[src/rtl/core/assert_macros.svh]
// Concurrent assertion helpers; expect signals named clock and reset in scope.
`ifndef ASSERT_MACROS_SVH
`define ASSERT_MACROS_SVH

// Checked outside reset only.
`define SFR_ASSERT(label, prop, msg) \
   label: assert property (@(posedge clock) disable iff (reset) prop) \
      else $error(msg);

// Checked at every edge, reset included.
`define SFR_ASSERT_ALWAYS(label, prop, msg) \
   label: assert property (@(posedge clock) prop) else $error(msg);

`endif

[src/rtl/core/sfr_pkg.sv]
`default_nettype none

package sfr_pkg;

   localparam int MAX_PATTERN_DEF = 8;
   localparam int MAX_REPLACE_DEF = 8;
   // upper bound of both parameters: one command never holds more bytes
   localparam int MAX_OUT   = 8;
   localparam int IDX_W     = $clog2(MAX_OUT);
   localparam int CNT_W     = 4;
   localparam int QDEPTH    = 4;
   localparam int ADDR_W    = 5;
   localparam int DATA_W    = 64;

   localparam logic [3:0] PATTERN_LEN_RESET = 4'd1;

   typedef enum logic [1:0] {
      REG_PATTERN_LEN   = 2'd0,
      REG_PATTERN_BYTES = 2'd1,
      REG_REPLACE_LEN   = 2'd2,
      REG_REPLACE_BYTES = 2'd3
   } reg_index_type;

   typedef struct packed {
      logic [3:0]  pattern_len;
      logic [63:0] pattern_bytes;
      logic [3:0]  replace_len;
      logic [63:0] replace_bytes;
   } cfg_type;

   // One accepted byte's worth of output: cnt beats taken from bytes,
   // or a single empty end beat when cnt is zero and last is set.
   typedef struct packed {
      logic [MAX_OUT-1:0][7:0] bytes;
      logic [CNT_W-1:0]        cnt;
      logic                    last;
   } cmd_type;

endpackage

`default_nettype wire

[src/rtl/core/sfr_req_if.sv]
`default_nettype none

interface sfr_req_if;
   logic       valid;
   logic       ready;
   logic [7:0] in_char;
   logic       in_last;

   modport source (output valid, output in_char, output in_last, input ready);
   modport sink   (input valid, input in_char, input in_last, output ready);
endinterface

`default_nettype wire

[src/rtl/core/sfr_rsp_if.sv]
`default_nettype none

interface sfr_rsp_if;
   logic       valid;
   logic       ready;
   logic [7:0] out_char;
   logic       has_char;
   logic       out_last;

   modport source (output valid, output out_char, output has_char, output out_last,
                   input ready);
   modport sink   (input valid, input out_char, input has_char, input out_last,
                   output ready);
endinterface

`default_nettype wire

[src/rtl/core/sfr_front.sv]
`default_nettype none

module sfr_front #(
   parameter int MAX_PATTERN = sfr_pkg::MAX_PATTERN_DEF,
   parameter int MAX_REPLACE = sfr_pkg::MAX_REPLACE_DEF
) (
   input  wire logic            clock,
   input  wire logic            reset,
   sfr_req_if.sink              req,
   input  wire sfr_pkg::cfg_type cfg,
   input  wire logic            cfg_clear,
   input  wire logic            q_full,
   output sfr_pkg::cmd_type     q_wdata,
   output logic                 q_push
);

   localparam int IW = (MAX_PATTERN > 1) ? $clog2(MAX_PATTERN) : 1;
   localparam int FW = $clog2(MAX_PATTERN + 1);

   logic [7:0]    win_ff [MAX_PATTERN];
   logic [7:0]    win_in [MAX_PATTERN];
   logic [FW-1:0] fill_ff;
   logic [FW-1:0] fill_in;

   logic [7:0]    wnew [MAX_PATTERN];
   logic [3:0]    plen;
   logic [3:0]    rlen;
   logic [IW-1:0] slot;
   logic [3:0]    nfill;
   logic          full;
   logic          hit;
   logic          accept;

   assign req.ready = !q_full;
   assign accept    = req.valid && !q_full;

   always_comb begin
      plen = cfg.pattern_len;
      if (plen == 4'd0) begin
         plen = 4'd1;
      end else if (plen > 4'(MAX_PATTERN)) begin
         plen = 4'(MAX_PATTERN);
      end
      rlen = (cfg.replace_len > 4'(MAX_REPLACE)) ? 4'(MAX_REPLACE) : cfg.replace_len;

      slot  = (4'(fill_ff) >= plen) ? '0 : IW'(fill_ff);
      nfill = 4'(slot) + 4'd1;
      full  = (nfill == plen);

      for (int k = 0; k < MAX_PATTERN; k++) begin
         wnew[k] = (IW'(k) == slot) ? req.in_char : win_ff[k];
      end

      hit = full;
      for (int k = 0; k < MAX_PATTERN; k++) begin
         if (4'(k) < plen && wnew[k] != cfg.pattern_bytes[8*k +: 8]) begin
            hit = 1'b0;
         end
      end

      // Outside a hit the beats are always the window itself, oldest first.
      for (int k = 0; k < sfr_pkg::MAX_OUT; k++) begin
         if (hit) begin
            q_wdata.bytes[k] = cfg.replace_bytes[8*k +: 8];
         end else if (k < MAX_PATTERN) begin
            q_wdata.bytes[k] = wnew[k % MAX_PATTERN];
         end else begin
            q_wdata.bytes[k] = 8'd0;
         end
      end
      if (hit) begin
         q_wdata.cnt = rlen;
      end else if (req.in_last) begin
         q_wdata.cnt = nfill;
      end else begin
         q_wdata.cnt = full ? 4'd1 : 4'd0;
      end
      q_wdata.last = req.in_last;
      q_push = accept && (q_wdata.cnt != 4'd0 || req.in_last);

      win_in  = wnew;
      fill_in = fill_ff;
      if (accept) begin
         if (hit || req.in_last) begin
            fill_in = '0;
         end else if (full) begin
            for (int k = 0; k < MAX_PATTERN; k++) begin
               win_in[k] = wnew[(k + 1) % MAX_PATTERN];
            end
            fill_in = FW'(nfill - 4'd1);
         end else begin
            fill_in = FW'(nfill);
         end
      end else begin
         win_in = win_ff;
      end
      if (cfg_clear) begin
         fill_in = '0;
      end
   end

   always_ff @(posedge clock) begin
      if (reset) begin
         fill_ff <= '0;
      end else begin
         fill_ff <= fill_in;
      end
   end

   always_ff @(posedge clock) begin
      win_ff <= win_in;
   end

endmodule

`default_nettype wire

[src/rtl/core/sfr_queue.sv]
`default_nettype none

module sfr_queue (
   input  wire logic             clock,
   input  wire logic             reset,
   input  wire logic             push,
   input  wire sfr_pkg::cmd_type wdata,
   input  wire logic             pop,
   output sfr_pkg::cmd_type      head,
   output logic                  full,
   output logic                  empty
);

   localparam int PW = $clog2(sfr_pkg::QDEPTH);
   localparam int CW = $clog2(sfr_pkg::QDEPTH + 1);

   sfr_pkg::cmd_type q_ff [sfr_pkg::QDEPTH];
   logic [PW-1:0]    wr_ptr_ff, wr_ptr_in;
   logic [PW-1:0]    rd_ptr_ff, rd_ptr_in;
   logic [CW-1:0]    count_ff, count_in;

   assign head  = q_ff[rd_ptr_ff];
   assign full  = (count_ff == CW'(sfr_pkg::QDEPTH));
   assign empty = (count_ff == '0);

   always_comb begin
      wr_ptr_in = push ? wr_ptr_ff + PW'(1) : wr_ptr_ff;
      rd_ptr_in = pop  ? rd_ptr_ff + PW'(1) : rd_ptr_ff;
      count_in  = count_ff;
      if (push && !pop) begin
         count_in = count_ff + CW'(1);
      end else if (pop && !push) begin
         count_in = count_ff - CW'(1);
      end
   end

   always_ff @(posedge clock) begin
      if (reset) begin
         wr_ptr_ff <= '0;
         rd_ptr_ff <= '0;
         count_ff  <= '0;
      end else begin
         wr_ptr_ff <= wr_ptr_in;
         rd_ptr_ff <= rd_ptr_in;
         count_ff  <= count_in;
      end
   end

   always_ff @(posedge clock) begin
      if (push) begin
         q_ff[wr_ptr_ff] <= wdata;
      end
   end

endmodule

`default_nettype wire

[src/rtl/core/sfr_back.sv]
`default_nettype none

module sfr_back (
   input  wire logic             clock,
   input  wire logic             reset,
   input  wire sfr_pkg::cmd_type head,
   input  wire logic             empty,
   output logic                  pop,
   sfr_rsp_if.source             rsp
);

   logic [sfr_pkg::IDX_W-1:0] idx_ff, idx_in;
   logic       valid_ff, valid_in;
   logic [7:0] char_ff, char_in;
   logic       has_ff, has_in;
   logic       last_ff, last_in;
   logic       load;
   logic       final_beat;

   assign rsp.valid    = valid_ff;
   assign rsp.out_char = char_ff;
   assign rsp.has_char = has_ff;
   assign rsp.out_last = last_ff;

   always_comb begin
      final_beat = (head.cnt == '0) ||
                   ({1'b0, idx_ff} + sfr_pkg::CNT_W'(1) == head.cnt);
      load = !empty && (!valid_ff || rsp.ready);
      pop  = load && final_beat;

      idx_in   = idx_ff;
      valid_in = valid_ff && !rsp.ready;
      char_in  = char_ff;
      has_in   = has_ff;
      last_in  = last_ff;
      if (load) begin
         valid_in = 1'b1;
         has_in   = (head.cnt != '0);
         char_in  = has_in ? head.bytes[idx_ff] : 8'd0;
         last_in  = head.last && final_beat;
         idx_in   = final_beat ? '0 : idx_ff + sfr_pkg::IDX_W'(1);
      end
   end

   always_ff @(posedge clock) begin
      if (reset) begin
         idx_ff   <= '0;
         valid_ff <= 1'b0;
      end else begin
         idx_ff   <= idx_in;
         valid_ff <= valid_in;
      end
   end

   always_ff @(posedge clock) begin
      char_ff <= char_in;
      has_ff  <= has_in;
      last_ff <= last_in;
   end

endmodule

`default_nettype wire

[src/rtl/core/stream_find_replace.sv]
// Streaming find and replace over a byte stream.
// req: one text byte per beat (in_char) with in_last on the final byte.
// rsp: rewritten text, one byte per beat (out_char, has_char = 1); out_last
//   marks the final beat of a text. A text that ends with nothing left to
//   send gives one empty end beat (has_char = 0, out_char = 0, out_last = 1).
// csr: APB-style write/read port, 64-bit registers at 8*index:
//   pattern_len, pattern_bytes, replace_len, replace_bytes. Writing
//   pattern_len empties the match window. Write only while the block is idle.
// Path: a byte that completes a result is registered in the command queue,
//   then in the output register, before it shows on rsp.
// Throughput: one req beat per cycle; the output side sends one beat per
//   cycle while rsp.ready is high, so a match or end-of-text flush of n bytes
//   takes n output beats. A 4-entry command queue between the classifier and
//   the output serializer absorbs that; req.ready drops only when it is full.
// Reset: clears the window, the queue and the output register, and loads
//   pattern_len = 1, all other registers 0.
// A stalled rsp holds its beat; req keeps being taken until the queue fills.
`default_nettype none

module stream_find_replace #(
   parameter int MAX_PATTERN = sfr_pkg::MAX_PATTERN_DEF,
   parameter int MAX_REPLACE = sfr_pkg::MAX_REPLACE_DEF
) (
   input  wire logic                        clock,
   input  wire logic                        reset,
   sfr_req_if.sink                          req,
   sfr_rsp_if.source                        rsp,
   input  wire logic                        csr_psel,
   input  wire logic                        csr_penable,
   input  wire logic                        csr_pwrite,
   input  wire logic [sfr_pkg::ADDR_W-1:0]  csr_paddr,
   input  wire logic [sfr_pkg::DATA_W-1:0]  csr_pwdata,
   output logic      [sfr_pkg::DATA_W-1:0]  csr_prdata,
   output logic                             csr_pready
);

   `include "assert_macros.svh"

   sfr_pkg::cfg_type       cfg_ff, cfg_in;
   sfr_pkg::reg_index_type wr_index;
   logic                   wr_en;
   logic                   cfg_clear;

   sfr_pkg::cmd_type q_wdata;
   sfr_pkg::cmd_type q_head;
   logic             q_push;
   logic             q_pop;
   logic             q_full;
   logic             q_empty;

   assign csr_pready = 1'b1;
   assign wr_index   = sfr_pkg::reg_index_type'(csr_paddr[4:3]);
   assign wr_en      = csr_psel && csr_penable && csr_pwrite && csr_pready;
   assign cfg_clear  = wr_en && (wr_index == sfr_pkg::REG_PATTERN_LEN);

   always_comb begin
      cfg_in = cfg_ff;
      if (wr_en) begin
         case (wr_index)
            sfr_pkg::REG_PATTERN_LEN:   cfg_in.pattern_len   = csr_pwdata[3:0];
            sfr_pkg::REG_PATTERN_BYTES: cfg_in.pattern_bytes = csr_pwdata;
            sfr_pkg::REG_REPLACE_LEN:   cfg_in.replace_len   = csr_pwdata[3:0];
            sfr_pkg::REG_REPLACE_BYTES: cfg_in.replace_bytes = csr_pwdata;
            default:                    cfg_in = cfg_ff;
         endcase
      end
   end

   always_comb begin
      case (wr_index)
         sfr_pkg::REG_PATTERN_LEN:   csr_prdata = {60'd0, cfg_ff.pattern_len};
         sfr_pkg::REG_PATTERN_BYTES: csr_prdata = cfg_ff.pattern_bytes;
         sfr_pkg::REG_REPLACE_LEN:   csr_prdata = {60'd0, cfg_ff.replace_len};
         sfr_pkg::REG_REPLACE_BYTES: csr_prdata = cfg_ff.replace_bytes;
         default:                    csr_prdata = '0;
      endcase
   end

   always_ff @(posedge clock) begin
      if (reset) begin
         cfg_ff.pattern_len   <= sfr_pkg::PATTERN_LEN_RESET;
         cfg_ff.pattern_bytes <= '0;
         cfg_ff.replace_len   <= '0;
         cfg_ff.replace_bytes <= '0;
      end else begin
         cfg_ff <= cfg_in;
      end
   end

   sfr_front #(
      .MAX_PATTERN (MAX_PATTERN),
      .MAX_REPLACE (MAX_REPLACE)
   ) u_front (
      .clock     (clock),
      .reset     (reset),
      .req       (req),
      .cfg       (cfg_ff),
      .cfg_clear (cfg_clear),
      .q_full    (q_full),
      .q_wdata   (q_wdata),
      .q_push    (q_push)
   );

   sfr_queue u_queue (
      .clock (clock),
      .reset (reset),
      .push  (q_push),
      .wdata (q_wdata),
      .pop   (q_pop),
      .head  (q_head),
      .full  (q_full),
      .empty (q_empty)
   );

   sfr_back u_back (
      .clock (clock),
      .reset (reset),
      .head  (q_head),
      .empty (q_empty),
      .pop   (q_pop),
      .rsp   (rsp)
   );

   `SFR_ASSERT_ALWAYS(a_reset_clears_rsp, reset |=> !rsp.valid, "rsp valid after reset")
   `SFR_ASSERT(a_empty_beat_is_end, (rsp.valid && !rsp.has_char) |-> (rsp.out_last && rsp.out_char == 8'd0), "empty beat not a clean end beat")
   `SFR_ASSERT(a_pop_needs_entry, q_pop |-> !q_empty, "pop from empty command queue")

endmodule

`default_nettype wire

[src/flat_wrapper.sv]
// flat-port wrapper written by rule: the top's interface ports become plain ports
module stream_find_replace_flat 
#(
   parameter int MAX_PATTERN = sfr_pkg::MAX_PATTERN_DEF,
   parameter int MAX_REPLACE = sfr_pkg::MAX_REPLACE_DEF
)
  (clock, reset, csr_psel, csr_penable, csr_pwrite, csr_paddr, csr_pwdata, csr_prdata, csr_pready, req_valid, req_in_char, req_in_last, req_ready, rsp_valid, rsp_out_char, rsp_has_char, rsp_out_last, rsp_ready);
  sfr_req_if req_i ();
  sfr_rsp_if rsp_i ();
  input  wire logic clock;
  input  wire logic reset;
  input  wire logic csr_psel;
  input  wire logic csr_penable;
  input  wire logic csr_pwrite;
  input  wire logic [sfr_pkg::ADDR_W-1:0] csr_paddr;
  input  wire logic [sfr_pkg::DATA_W-1:0] csr_pwdata;
  output logic      [sfr_pkg::DATA_W-1:0] csr_prdata;
  output logic csr_pready;
  input wire logic [$bits(req_i.valid)-1:0] req_valid;
  input wire logic [$bits(req_i.in_char)-1:0] req_in_char;
  input wire logic [$bits(req_i.in_last)-1:0] req_in_last;
  output wire logic [$bits(req_i.ready)-1:0] req_ready;
  output wire logic [$bits(rsp_i.valid)-1:0] rsp_valid;
  output wire logic [$bits(rsp_i.out_char)-1:0] rsp_out_char;
  output wire logic [$bits(rsp_i.has_char)-1:0] rsp_has_char;
  output wire logic [$bits(rsp_i.out_last)-1:0] rsp_out_last;
  input wire logic [$bits(rsp_i.ready)-1:0] rsp_ready;
  assign req_i.valid = req_valid;
  assign req_i.in_char = req_in_char;
  assign req_i.in_last = req_in_last;
  assign req_ready = req_i.ready;
  assign rsp_valid = rsp_i.valid;
  assign rsp_out_char = rsp_i.out_char;
  assign rsp_has_char = rsp_i.has_char;
  assign rsp_out_last = rsp_i.out_last;
  assign rsp_i.ready = rsp_ready;
  stream_find_replace #(.MAX_PATTERN(MAX_PATTERN), .MAX_REPLACE(MAX_REPLACE)) u_core (.clock(clock), .reset(reset), .req(req_i), .rsp(rsp_i), .csr_psel(csr_psel), .csr_penable(csr_penable), .csr_pwrite(csr_pwrite), .csr_paddr(csr_paddr), .csr_pwdata(csr_pwdata), .csr_prdata(csr_prdata), .csr_pready(csr_pready));
endmodule
[config.mk]
export PLATFORM = sky130hd
export DESIGN_NAME = stream_find_replace_flat
export DESIGN_NICKNAME = d
export VERILOG_FILES = /design/src/rtl/core/sfr_pkg.sv /design/src/rtl/core/sfr_req_if.sv /design/src/rtl/core/sfr_rsp_if.sv /design/src/rtl/core/sfr_front.sv /design/src/rtl/core/sfr_queue.sv /design/src/rtl/core/sfr_back.sv /design/src/rtl/core/stream_find_replace.sv /design/src/flat_wrapper.sv
export VERILOG_INCLUDE_DIRS = /design/src /design/src/rtl/core
export SDC_FILE = /design/constraint.sdc
export NUM_CORES = 1
export LEC_CHECK = 0
export BUFFER_PORTS_ARGS = -buffer_cell sky130_fd_sc_hd__buf_2
export CAP_MARGIN = 30
export CORE_MARGIN = 2
export CORE_UTILIZATION = 43
export CTS_BUF_LIST = sky130_fd_sc_hd__clkbuf_4 sky130_fd_sc_hd__clkbuf_8
export DETAILED_ROUTE_END_ITERATION = 16
export GPL_TIMING_DRIVEN = 0
export SLEW_MARGIN = 30
export SYNTH_ARGS = -nofsm -noshare
export SYNTH_HDL_FRONTEND = slang
export SYNTH_SLANG_ARGS = --single-unit
[constraint.sdc]
create_clock -name clock -period 9 [get_ports clock]
set_input_delay 0.9 -clock clock [delete_from_list [all_inputs] [get_ports clock]]
set_output_delay 0.9 -clock clock [all_outputs]
set_load 0.03 [all_outputs]
==> qor.txt <==
Cell taking the most area after synthesis -> edfxtp_1
Total negative slack -> 0 ns
Final setup viols -> 0
Unrepaired setup endpoints after global routing -> false
Syn avg cell area -> 12.2 um^2
Family with the most delay on the worst path -> buffers and inverters
Slowest stage delay, CP -> 0.67 ns
P_leak -> 0.00942 uW
Vias in the first global route -> 16725
Normalized max-slew margin -> 28.5%
P per Cell Area -> 243 nW/um^2
CP max FO -> 10
Vias per cell -> 5.75
Postcts setup bufs -> 0
Core area -> 54000 um^2
P_sw -> 1970 uW
Kind of critical path -> reg2reg
Max Root-Sink Buffers -> 3
Setup crit start kind -> flop
H-tree levels -> 3
Clock transition at path regs -> 0.06 ns
Flop pwr share -> 45.0%
Worst Path Buf+Inv -> 9
Gate Count Post-Synth -> 1935
Final hold violation count -> 0
Clock Power Share -> 31.4%
TritonCTS Buffers -> 83
Count of cell types in the netlist -> 62
Layout Nets -> 2279
First-iteration detailed-routing DRC count -> 1728
Area Growth Syn to Fin -> 15.1%
Remaining Overflow, GRT -> 0
Gr usage total -> 27.5%
# rows -> 85
Post_cts resized -> 0
Max-capacitance violation count -> 0
CTS tree -> yes
Most frequent cells in the layout -> edfxtp_1 (350), nand2_1 (320), buf_2 (182)
Hold buffer count at CTS -> 0
1st-pass router iterations -> 6
Fin crit period -> 7.78 ns
Fraction of layout cells with a size suffix above 1 -> 23.0%
Net Sw Frac -> 29.8%
Cell repeated most along the worst path -> buf_2
Placed wire-length estimate -> 56600 um
Commonest non-fill, non-tap cell in the layout -> edfxtp_1
Hold Crit Class -> reg2reg
Width of the die -> 238 um
Final core occ -> 50.2%
Fillers -> 4889
Largest net degree at the start of global routing -> 48
Io pins -> 162
IO buf count -> 149
CP endpoint kind -> flop
Yosys reg bits -> 503
Die Height -> 238 um
Area contributors post-synth -> edfxtp_1 (45%), dfxtp_1 (13%), mux4_2 (8.5%)
Final period util -> 86.4%
Yosys top cell area share -> 44.6%
Clock skew -> 0.0302 ns
Clock Sinks -> 503
Req. time, crit path -> 9.35 ns
Top achievable clock speed -> 0.129 GHz
Ys async rst share -> 0%
VDD IR-drop max -> 0.116 mV
Syn Std Cell Area -> 23600 um^2
Seq/Total Area, Yosys -> 57.6%
Post-route ant nets -> 0
Ys flop type -> edfxtp_1
Routed vias -> 16931
WL/cell -> 26.4 um
Final Power -> 6600 uW
Internal power -> 4630 uW
First-pass GRT wire length -> 112000 um
Post-synth EDFFs -> 350
Slew Viols, Final -> 0
Worst path arrival time -> 8.13 ns
Gpl congestion -> 0.962
YS warnings -> 0
Worst slew pin tran -> 1.07 ns
Clk root buf -> clkbuf_8
Initial antenna violation count -> 2
WL final -> 77600 um
Clk Latency, worst-skew pair -> 0.67 ns
Residual DRC -> 0
Comb power frac -> 23.6%
Starting Density -> 43.6%
Crit path max-delay cell type -> nor4_1
Outcome -> finished clean
Die Footprint -> 56700 um^2
Post-Syn Nets -> 2037
==> area by class of cell <==
class | instances | area, um^2 | area share (%)
tap | 696 | 871 | 3.21
sequential | 503 | 13600 | 50.0
clock buffer | 126 | 1540 | 5.67
clock inverter | 27 | 184 | 0.678
antenna | 3 | 7.51 | 0.0277
inverter | 55 | 210 | 0.774
buffer | 136 | 623 | 2.30
timing repair buffer | 157 | 912 | 3.36
multi-input combinational | 1241 | 9230 | 34.0
==> Yosys cell counts (3+ instances only) <==
library cell / count
buf_6: 4
and3_1: 5
nand4_1: 9
mux2i_1: 120
nand2b_1: 4
o221a_1: 14
inv_1: 52
nand2_1: 320
clkbuf_1: 81
mux2_2: 38
o2111ai_1: 16
o2111ai_2: 3
o221a_2: 6
xor2_1: 45
a211oi_1: 4
dfxtp_1: 153
o311a_1: 5
nor2_1: 95
buf_4: 9
a221oi_1: 5
or3_1: 16
nor3_1: 20
a21oi_1: 180
nor2b_1: 63
buf_2: 25
a2bb2oi_1: 4
or2_2: 4
nand3_1: 18
a41oi_1: 3
a222oi_1: 5
xnor2_1: 48
o311ai_1: 10
mux4_2: 89
buf_1: 17
o21ai_1: 3
and2_1: 4
edfxtp_1: 350
o21ai_0: 34
nor4_1: 11
ha_1: 16
==> registers in the layout (all words and copies together), names as in the netlist, named ones only <==
name / count
u_core.u_back.rsp.valid: 1
u_core.u_queue.q_ff: 276
u_core.u_front.win_ff: 64
u_core.u_queue.wr_ptr_ff: 2
u_core.u_back.rsp.out_last: 1
u_core.cfg_ff: 136
u_core.u_front.fill_ff: 4
u_core.u_queue.rd_ptr_ff: 2
u_core.u_back.rsp.out_char: 8
u_core.u_queue.count_ff: 3
u_core.u_back.idx_ff: 3
u_core.u_back.rsp.has_char: 1
==> worst register-to-register path, cell delays in order, from the launching register on <==
cell	delay [ns]
dfxtp_1	0.30
clkbuf_1	0.47
nor2_1	0.09
nor2_1	0.14
nor2_1	0.08
ha_1	0.29
nor3b_2	0.23
buf_2	0.30
buf_2	0.30
or2_2	0.15
nand3_1	0.12
inv_1	0.14
ha_1	0.22
ha_1	0.16
buf_2	0.25
buf_2	0.25
mux2i_1	0.50
xnor2_1	0.11
nor4_1	0.67
a41oi_1	0.21
a21oi_1	0.29
o2111ai_1	0.22
nor4_4	0.42
buf_4	0.27
buf_2	0.41
buf_2	0.33
nand2_1	0.12
o21ai_1	0.41
==> power by group through the flow <==
stage / clock network [uW] / registers (uW) / logic [uW]
after global placement: 0 / 3040 / 1520
after CTS: 2110 / 2970 / 1580
after global routing: 2200 / 2990 / 1670
final: 2070 / 2970 / 1560
after floorplan: 0 / 3040 / 979
after detailed placement: 0 / 3020 / 1570
==> logic make-up (layout without fill, tap and decap cells) <==
| group | Yosys count | after routing | synth area share [%] |
|---|---|---|---|
| flops | 503 | 503 | 57.6 |
| other cells | 1 | 4 | 0.0159 |
| buf+inv | 191 | 501 | 3.45 |
| xor+xnor | 93 | 93 | 3.45 |
| simple gates | 574 | 574 | 10.8 |
| compound gates | 306 | 306 | 8.20 |
| fa+ha+maj | 17 | 17 | 0.934 |
| mux | 250 | 250 | 15.6 |
==> through the flow <==
stage	setup slack (ns)	instance area (um^2)	hold WS (ns)	cells
2_1_floorplan	2.68	23600	0.443	1935
4_1_cts	1.38	27100	0.431	2941
5_1_grt	1.03	27100	0.460	2942
3_3_place_gp	0.00474	25200	0.456	2780
6_report	1.22	27100	0.476	2944
3_5_place_dp	1.41	25400	0.461	2788
==> worst paths after layout <==
check / from / slack (ns) / to / depth (start not counted)
min reg2reg: u_core.cfg_ff[27]$_SDFFE_PP0P_ / 0.48 / u_core.cfg_ff[27]$_SDFFE_PP0P_ / 2
max: u_core.cfg_ff[134]$_SDFFE_PP0P_ / 1.22 / u_core.u_queue.q_ff[2][43]$_DFFE_PP_ / 27
max reg2reg: u_core.cfg_ff[134]$_SDFFE_PP0P_ / 1.22 / u_core.u_queue.q_ff[2][43]$_DFFE_PP_ / 27
min: u_core.cfg_ff[27]$_SDFFE_PP0P_ / 0.48 / u_core.cfg_ff[27]$_SDFFE_PP0P_ / 2
==> routing by layer <==
layer  GRT usage (%)  part of all wire, %  up-vias  wire, um
met1            36.6                   41     8484     32100
met2            44.5                   47      719     36700
li1                -                    -     7579         -
met5               0                    0        -         0
met4            12.7                  4.5        0      3460
met3            4.08                  7.0      149      5400
No activity file was read; power rests on OpenSTA's default activity.
